### config.mk
export PLATFORM = sky130hd
export DESIGN_NAME = sctd_back
export DESIGN_NICKNAME = d
export VERILOG_FILES = /design/src/hw/rtl/sctd_pkg.sv /design/src/hw/rtl/sctd_back.sv
export SDC_FILE = /design/constraint.sdc
export NUM_CORES = 1
export LEC_CHECK = 0
export BUFFER_PORTS_ARGS = -buffer_cell sky130_fd_sc_hd__buf_2
export CORE_UTILIZATION = 24
export CTS_CLUSTER_DIAMETER = 120
export CTS_CLUSTER_SIZE = 24
export DETAILED_ROUTE_END_ITERATION = 16
export GPL_ROUTABILITY_DRIVEN = 0
export HOLD_SLACK_MARGIN = 0.05
export PLACE_DENSITY_LB_ADDON = 0.25
export SETUP_SLACK_MARGIN = 0.3
export SLEW_MARGIN = 20
export SYNTH_ARGS = -nofsm -noshare
export SYNTH_HDL_FRONTEND = slang
export SYNTH_SLANG_ARGS = --single-unit
export TNS_END_PERCENT = 50
### constraint.sdc
create_clock -name clk_i -period 0.8 [get_ports clk_i]
set_input_delay 0.08 -clock clk_i [delete_from_list [all_inputs] [get_ports clk_i]]
set_output_delay 0.08 -clock clk_i [all_outputs]
set_load 0.1 [all_outputs]
### src/hw/rtl/sctd_pkg.sv
// Shared types, constants and lookup functions for the sine/cosine Taylor core.
// Used by every module of the block; depends on nothing.
package sctd_pkg;

  localparam int MAX_TERMS = 8;
  localparam int FRAC_BITS = 30;

  localparam int ANGLE_W = 16;
  localparam int TRIG_W  = 32;
  localparam int COUNT_W = 5;
  localparam int TERM_W  = $clog2(MAX_TERMS);
  localparam int Q_W     = 31;
  localparam int H_W     = 29;
  localparam int ACC_W   = 36;

  localparam logic [Q_W-1:0] Q_ONE       = 31'h4000_0000;
  localparam logic [Q_W-1:0] EPS_Q       = 31'd1074;
  localparam logic [24:0]    DEG_TO_RAD  = 25'd18740330;
  localparam logic [16:0]    ANGLE_BIAS  = 17'd33120;   // 92 * 360
  localparam logic [17:0]    MOD_RECIP   = 18'd186413;  // floor(2^26 / 360)
  localparam int             MOD_SHIFT   = 26;
  localparam int             RECIP_SHIFT = 32;

  typedef struct packed {
    logic                    w;
    logic                    neg_out;
    logic                    hneg;
    logic [H_W-1:0]          hmag;
    logic [Q_W-1:0]          dsin;
    logic [Q_W-1:0]          dcos;
    logic [Q_W-1:0]          tmag;
    logic                    tneg;
    logic signed [ACC_W-1:0] acc;
    logic [COUNT_W-1:0]      count;
    logic                    done;
  } ctx_t;

  // sine of the anchor angles 0, 30, 45, 60, 90 in Q30
  function automatic logic [Q_W-1:0] anchor_sin(input logic [2:0] idx);
    logic [Q_W-1:0] v;
    case (idx)
      3'd0:    v = 31'd0;
      3'd1:    v = 31'd536870912;
      3'd2:    v = 31'd759250125;
      3'd3:    v = 31'd929887697;
      3'd4:    v = 31'd1073741824;
      default: v = 31'd0;
    endcase
    return v;
  endfunction

  function automatic logic [6:0] anchor_deg(input logic [2:0] idx);
    logic [6:0] v;
    case (idx)
      3'd0:    v = 7'd0;
      3'd1:    v = 7'd30;
      3'd2:    v = 7'd45;
      3'd3:    v = 7'd60;
      3'd4:    v = 7'd90;
      default: v = 7'd0;
    endcase
    return v;
  endfunction

  // floor(2^32 / m) for the constant divide in each series term
  function automatic logic [32:0] term_recip(input logic [TERM_W-1:0] m);
    logic [32:0] v;
    case (4'(m))
      4'd1:    v = 33'd4294967296;
      4'd2:    v = 33'd2147483648;
      4'd3:    v = 33'd1431655765;
      4'd4:    v = 33'd1073741824;
      4'd5:    v = 33'd858993459;
      4'd6:    v = 33'd715827882;
      4'd7:    v = 33'd613566756;
      4'd8:    v = 33'd536870912;
      4'd9:    v = 33'd477218588;
      4'd10:   v = 33'd429496729;
      4'd11:   v = 33'd390451572;
      4'd12:   v = 33'd357913941;
      4'd13:   v = 33'd330382099;
      4'd14:   v = 33'd306783378;
      4'd15:   v = 33'd286331153;
      default: v = 33'd0;
    endcase
    return v;
  endfunction

endpackage

### src/hw/rtl/sctd_back.sv
// Output stage: saturate the series sum, apply the quadrant sign, scale to
// the output format and hold the result register. Depends on sctd_pkg.
module sctd_back (
  input  logic                               clk_i,
  input  logic                               rst_ni,
  input  logic                               en_i,
  input  logic                               valid_i,
  input  sctd_pkg::ctx_t                     ctx_i,
  output logic                               valid_o,
  output logic signed [sctd_pkg::TRIG_W-1:0] trig_o,
  output logic [sctd_pkg::COUNT_W-1:0]       terms_o
);

  localparam int ShiftL = (sctd_pkg::FRAC_BITS >= 30) ? sctd_pkg::FRAC_BITS - 30 : 0;
  localparam int ShiftR = (sctd_pkg::FRAC_BITS < 30) ? 30 - sctd_pkg::FRAC_BITS : 0;
  localparam logic [63:0] RoundAdd = (64'd1 << ShiftR) >> 1;
  localparam logic signed [sctd_pkg::ACC_W-1:0] AccOne = sctd_pkg::ACC_W'(sctd_pkg::Q_ONE);

  logic signed [sctd_pkg::ACC_W-1:0] sat;
  logic [30:0]                       mag;
  logic                              neg;
  logic [63:0]                       rmag, res;

  always_comb begin
    if (ctx_i.acc > AccOne) begin
      sat = AccOne;
    end else if (ctx_i.acc < -AccOne) begin
      sat = -AccOne;
    end else begin
      sat = ctx_i.acc;
    end
    neg  = ctx_i.neg_out ^ sat[sctd_pkg::ACC_W-1];
    mag  = sat[sctd_pkg::ACC_W-1] ? 31'(-sat) : 31'(sat);
    rmag = ((64'(mag) << ShiftL) + RoundAdd) >> ShiftR;
    res  = neg ? 64'(0) - rmag : rmag;
  end

  logic                               v_q;
  logic signed [sctd_pkg::TRIG_W-1:0] trig_q;
  logic [sctd_pkg::COUNT_W-1:0]       terms_q;

  always_ff @(posedge clk_i or negedge rst_ni) begin
    if (!rst_ni) begin
      v_q <= 1'b0;
    end else if (en_i) begin
      v_q <= valid_i;
    end
  end

  always_ff @(posedge clk_i) begin
    if (en_i) begin
      trig_q  <= res[sctd_pkg::TRIG_W-1:0];
      terms_q <= ctx_i.count;
    end
  end

  assign valid_o = v_q;
  assign trig_o  = trig_q;
  assign terms_o = terms_q;

endmodule

# Yosys cells after proc, flatten, opt, wreduce, memory -nomap -nowiden
# Index checks and enable logic that the tools add are counted.
classes:
  muxes: 4
  n_bitwise: 1
  add_sub_neg: 2
  n_lt_le_gt_ge: 2
op_table:
  columns: ["operator", "count"]
  rows:
  - ["$mux 36", 2]
  - ["$mux 31", 2]
  - ["$gt 36x32->1 const B", 1]
  - ["$lt 36x31->1 const B", 1]
  - ["$sub 1x31->32 const A", 1]
  - ["$neg 31->31", 1]
  - ["$xor 1x1->1", 1]
word_totals:
  output_inout_bits: 38
  word_cells: 13
  input_bits: 172
  ff_bits: 38

# Depth between registers and ports, before layout
depth:
  word_depth: 7
  depth_mapped: 20
  depth_no_buf: 16

# Worst setup path before layout
# OpenSTA, ideal clock, no wires.
synth_path:
  path_kind: "input to register"
  from: "in ctx_i[12] (netlist name)"
  to: "reg trig_q (netlist bit trig_o[26]), data pin"
  setup_slack_ns: -3.764
  arrival_ns: 4.300
  path_stages: 18
  required_ns: 0.536
  setup_ns: 0.264
  path_buffers: 4
  cell_sequence: "buf_6 or4_4 or3_1 buf_6 o31a_1 buf_4 nor2_4 buf_2 nand2_1 ha_1 nor3b_1 o311ai_0 o211ai_1 a211oi_1 nand4b_4 nor3_4 a31oi_1 xor2_1"
synth_between:
  elab_chain_cells: 7
  elab_cells_between_ends: 9
  classes_between: "add/sub: 2; order compare: 2; mux: 4; bitwise: 1"
synth_rtl:
  columns: ["item", "line_no", "source"]
  rows:
  - ["start, declared", "sctd_back.sv:8", "input sctd_pkg::ctx_t ctx_i,"]
  - ["$lt 36x31->1", "sctd_back.sv:27", "end else if (ctx_i.acc < -AccOne) begin"]
  - ["$mux 36", "sctd_back.sv:27", null]
  - ["$mux 36 *", "sctd_back.sv:25", "if (ctx_i.acc > AccOne) begin"]
  - ["$neg 31->31", "sctd_back.sv:33", "mag = sat[sctd_pkg::ACC_W-1] ? 31'(-sat) : 31'(sat);"]
  - ["$mux 31", "sctd_back.sv:33", null]
  - ["$sub 1x31->32", "sctd_back.sv:35", "res = neg ? 64'(0) - rmag : rmag;"]
  - ["$mux 31 *", "sctd_back.sv:35", null]
  - ["via res[26]", "sctd_back.sv:22", "logic [63:0] rmag, res;"]
  - ["end signal, assigned", "sctd_back.sv:52", "trig_q <= res[sctd_pkg::TRIG_W-1:0];"]
  - ["end, declared", "sctd_back.sv:39", "logic signed [sctd_pkg::TRIG_W-1:0] trig_q;"]
# The timed path passes the listed nets; every way through them passes the cells marked *.
# A chain may end at the register's enable or synchronous reset.

# Worst setup path after layout
layout_path:
  from: "in ctx_i[11] (netlist name)"
  to: "reg trig_q (netlist bit trig_o[22]), data pin"
# The elaborated chain is that of the path after synthesis.

==> run metrics <==
Async SR Flop Fraction 0.02632; Initial Util 0.2498; Worst slew margin 0.6707; status complete, but fails checks; Seq/Total Area, Yosys 0.3239; final setup vio count roughly 70; Critical path origin ctx_i[11]; setup TNS -86.16 ns; layout cell share with drive strength beyond 1 0.5777; CTS Hold Bufs 1; Initial DRC Count between 200 and 300; Top Ports 210; die span in y roughly 120 um; Pleak between 2 and 3 nW; IO buf count just over 80; fin cells ~840; Worst setup endpoint trig_o[22]; clk_skew 0 ns; CTS tree done; mux share of post-synthesis cell area 0.006065; Root Buffer clkbuf_16; startpoint types primary input; RR Startpoint valid_o; number of vias per cell between 5 and 6; Cell Rows 43; maximum clock rate 0.2811 GHz; Die ar. roughly 15000 um^2; CTS Buf Count 5; Routed WL per cell 15.61 um; Area Overhead vs Synth 94.93%; Pins Over Slew Limit 0; fin crit share 4.447; Distinct cells, synth slightly below 80; Mapped Nets ~580; Final nets between 800 and 900; Worst-path clk slew roughly 0.05 ns; DRT antenna net count 0; Filler Cell Count between 1000 and 1500; # DRC 0; ANT cells 0; placed cells 805; Adder-Cell Fraction of Synth Area 0.01070; mapped cell area approximately 3500 um^2; final setup margin -2.758 ns; Die X 122.9 um; pin count of the biggest net entering global routing 27; post-synthesis compound-gate area fraction 0.2330; Core ar. 14040 um^2; Hold Fails Final Rpt 5; WHS -0.02474 ns; vias in the first global route about 4100; Power, Total roughly 0.012 W; Clock Latency Late Sink about 0.28 ns; synth warn 0; HPWL after DPL 10.54 mm; deepest level of the CTS H-tree 2; WS Path Type primary input to flop; RSZ-0062 raised after global routing yes; capture point of the worst reg-to-reg path valid_o; xor/xnor share of the synthesized area 0.1099; register area around 1100 um^2; Top FF cell, synth edfxtp_1; total detailed-routing wirelength roughly 13 mm; Worst EP required approximately 0.83 ns; synthesized netlist cell count around 400; Num Clock Sinks 38; Final min period roughly 3.6 ns; FF-to-FF setup slack -0.04 ns; Mapped Avg Cell Area approximately 8.7 um^2; Post-synth EDFFs 37; class of the worst hold path primary input to flop; CP max FO 6; arrival time of the worst setup path 3.59 ns; failing checks hold timing, setup timing; initial antenna violation count 0; Pre-antenna DRT Iters 5; multi-input combinational cell area between 2000 and 3000 um^2; Synth Area in Simple Gates 0.2779; GR Overflow Total 0; Power Density around 1700 nW/um^2; first-pass GRT wire length between 20 and 25 mm; Seq cells post-synth 38; vias ~4200; Slew @ Worst Pin just under 0.5 ns; largest family of logic cells by synthesized area simple AND/OR/NAND/NOR gates; VDD IR-drop max 0.9504 mV; CP endpoint kind flop; clock buffer depth 2; worst reg2reg path depth 1; overall global routing resource usage 0.1775; max-cap viol count 0
==> synthesized netlist by cell type (3+ instances only) <==
master     instances  area share
and3_1             7       0.012
a22oi_1            3      0.0064
or3_1              6       0.011
o31a_1             3      0.0075
nand4_1            3      0.0054
nor2_1            32       0.034
nor2b_1            8       0.014
o211ai_1           3      0.0064
nand3_1            4      0.0057
or2_2              6       0.011
nor4_1            15       0.027
a41oi_1            3      0.0075
o21ai_1            3      0.0043
nor3_1            21       0.030
o21a_1             3      0.0064
o21ai_0           14       0.020
o31ai_1            3      0.0064
buf_2              3      0.0043
xor2_1            15       0.037
inv_1              6      0.0064
ha_1               3       0.011
a31oi_1           13       0.023
o2111ai_1          3      0.0075
clkbuf_1          15       0.016
a21oi_1           33       0.047
edfxtp_1          37        0.32
o32ai_1            3      0.0075
nand2_1           31       0.033
or4_4              3      0.0096
nand2b_1           3      0.0054
or4_1              6       0.013
xnor2_1           29       0.072
and4_1             3      0.0075
==> metal layers <==
metal  track usage  part of all wire  up-vias
met4       0.06784             0.030        0
li1              -                 -     2062
met3       0.01719             0.050       24
met5             0                 0        -
met1        0.2433              0.45     1950
met2        0.2865              0.47      154
==> placed cells by master, fill, tap and decap left out, types with 4 or more instances in the layout <==
cell type  count
nand3_1        4
nor2_4         7
nand2_2        7
a21oi_2       12
nor3_1        20
xnor2_1       27
nor4_1        13
edfxtp_1      37
nor2_1        25
and3_1         6
buf_12        40
or3_1          4
inv_1          5
or2_2          4
nor3_4         4
buf_2         43
buf_6         24
buf_4        161
a31oi_1       10
a21oi_1       19
nand2_1       21
nor2b_1        6
o21ai_0       10
or4_1          6
clkbuf_16      5
xor2_1        14
o21ai_2        6
==> what timing repair did <==
action	CTS	global route
resized for setup	69	32
pin swaps	42	25
buffers inserted	15	7
hold endpoints to repair	7	6
setup endpoints to repair	71	71
==> worst max-delay path, cell delays in order <==
cell and delay (ns):
buf_6 0.09, or4_4 0.53, or3_4 0.38, o31a_1 0.29, nor2_4 0.19, nand2_4 0.08
ha_4 0.19, buf_6 0.12, and2_4 0.13, o211ai_1 0.26, o2111ai_2 0.20, a22oi_4 0.32
nand4b_4 0.18, buf_6 0.16, nor3_4 0.16, a21oi_2 0.09, xnor2_1 0.13
==> registers in the layout, summed over array words and instances (netlist names) <==
register,flops
valid_o,1
trig_o,32
terms_o,5
==> worst min path at each step <==
stage                     startpoint    endpoint  depth (start not counted)
after floorplan               rst_ni     valid_o                          0
after global placement        rst_ni     valid_o                          1
after detailed placement      rst_ni     valid_o                          1
after CTS                   ctx_i[2]  terms_o[1]                          1
after global routing        ctx_i[2]  terms_o[1]                          1
final                       ctx_i[2]  terms_o[1]                          1
==> cells by family after synthesis <==
kind of cell	after synthesis
fa+ha+maj	3
buf+inv	30
compound gates	117
mux	2
flops	38
simple gates	167
xor+xnor	44
==> through the flow <==
stage	hold WS (ns)	area [um^2]	util	setup slack (ns)
after global routing	-0.02527	6837	0.4869	-2.944
after floorplan	-0.2156	3650	-	-3.184
final	-0.02474	6837	0.4869	-2.758
after global placement	-0.1438	5992	0.4267	-3.035
after CTS	-0.02616	6619	0.4714	-2.829
after detailed placement	-0.1401	5992	0.4267	-3.155
==> area by class of cell <==
type                       instances  share of cell area
sequential                        38              0.1667
clock inverter                     2            0.008785
timing repair buffer             269              0.3664
inverter                           8            0.004392
multi-input combinational        333              0.4004
tap                              180             0.03294
clock buffer                       6             0.02031
==> where the power goes <==
group          leakage [nW]  internal [W]  switching (W)
Clock                0.0971       0.00187       0.000693
Combinational          2.34       0.00266        0.00368
Sequential            0.371       0.00257       0.000213
Total                  2.81       0.00710        0.00459
Power figures use the tool's default switching activity.
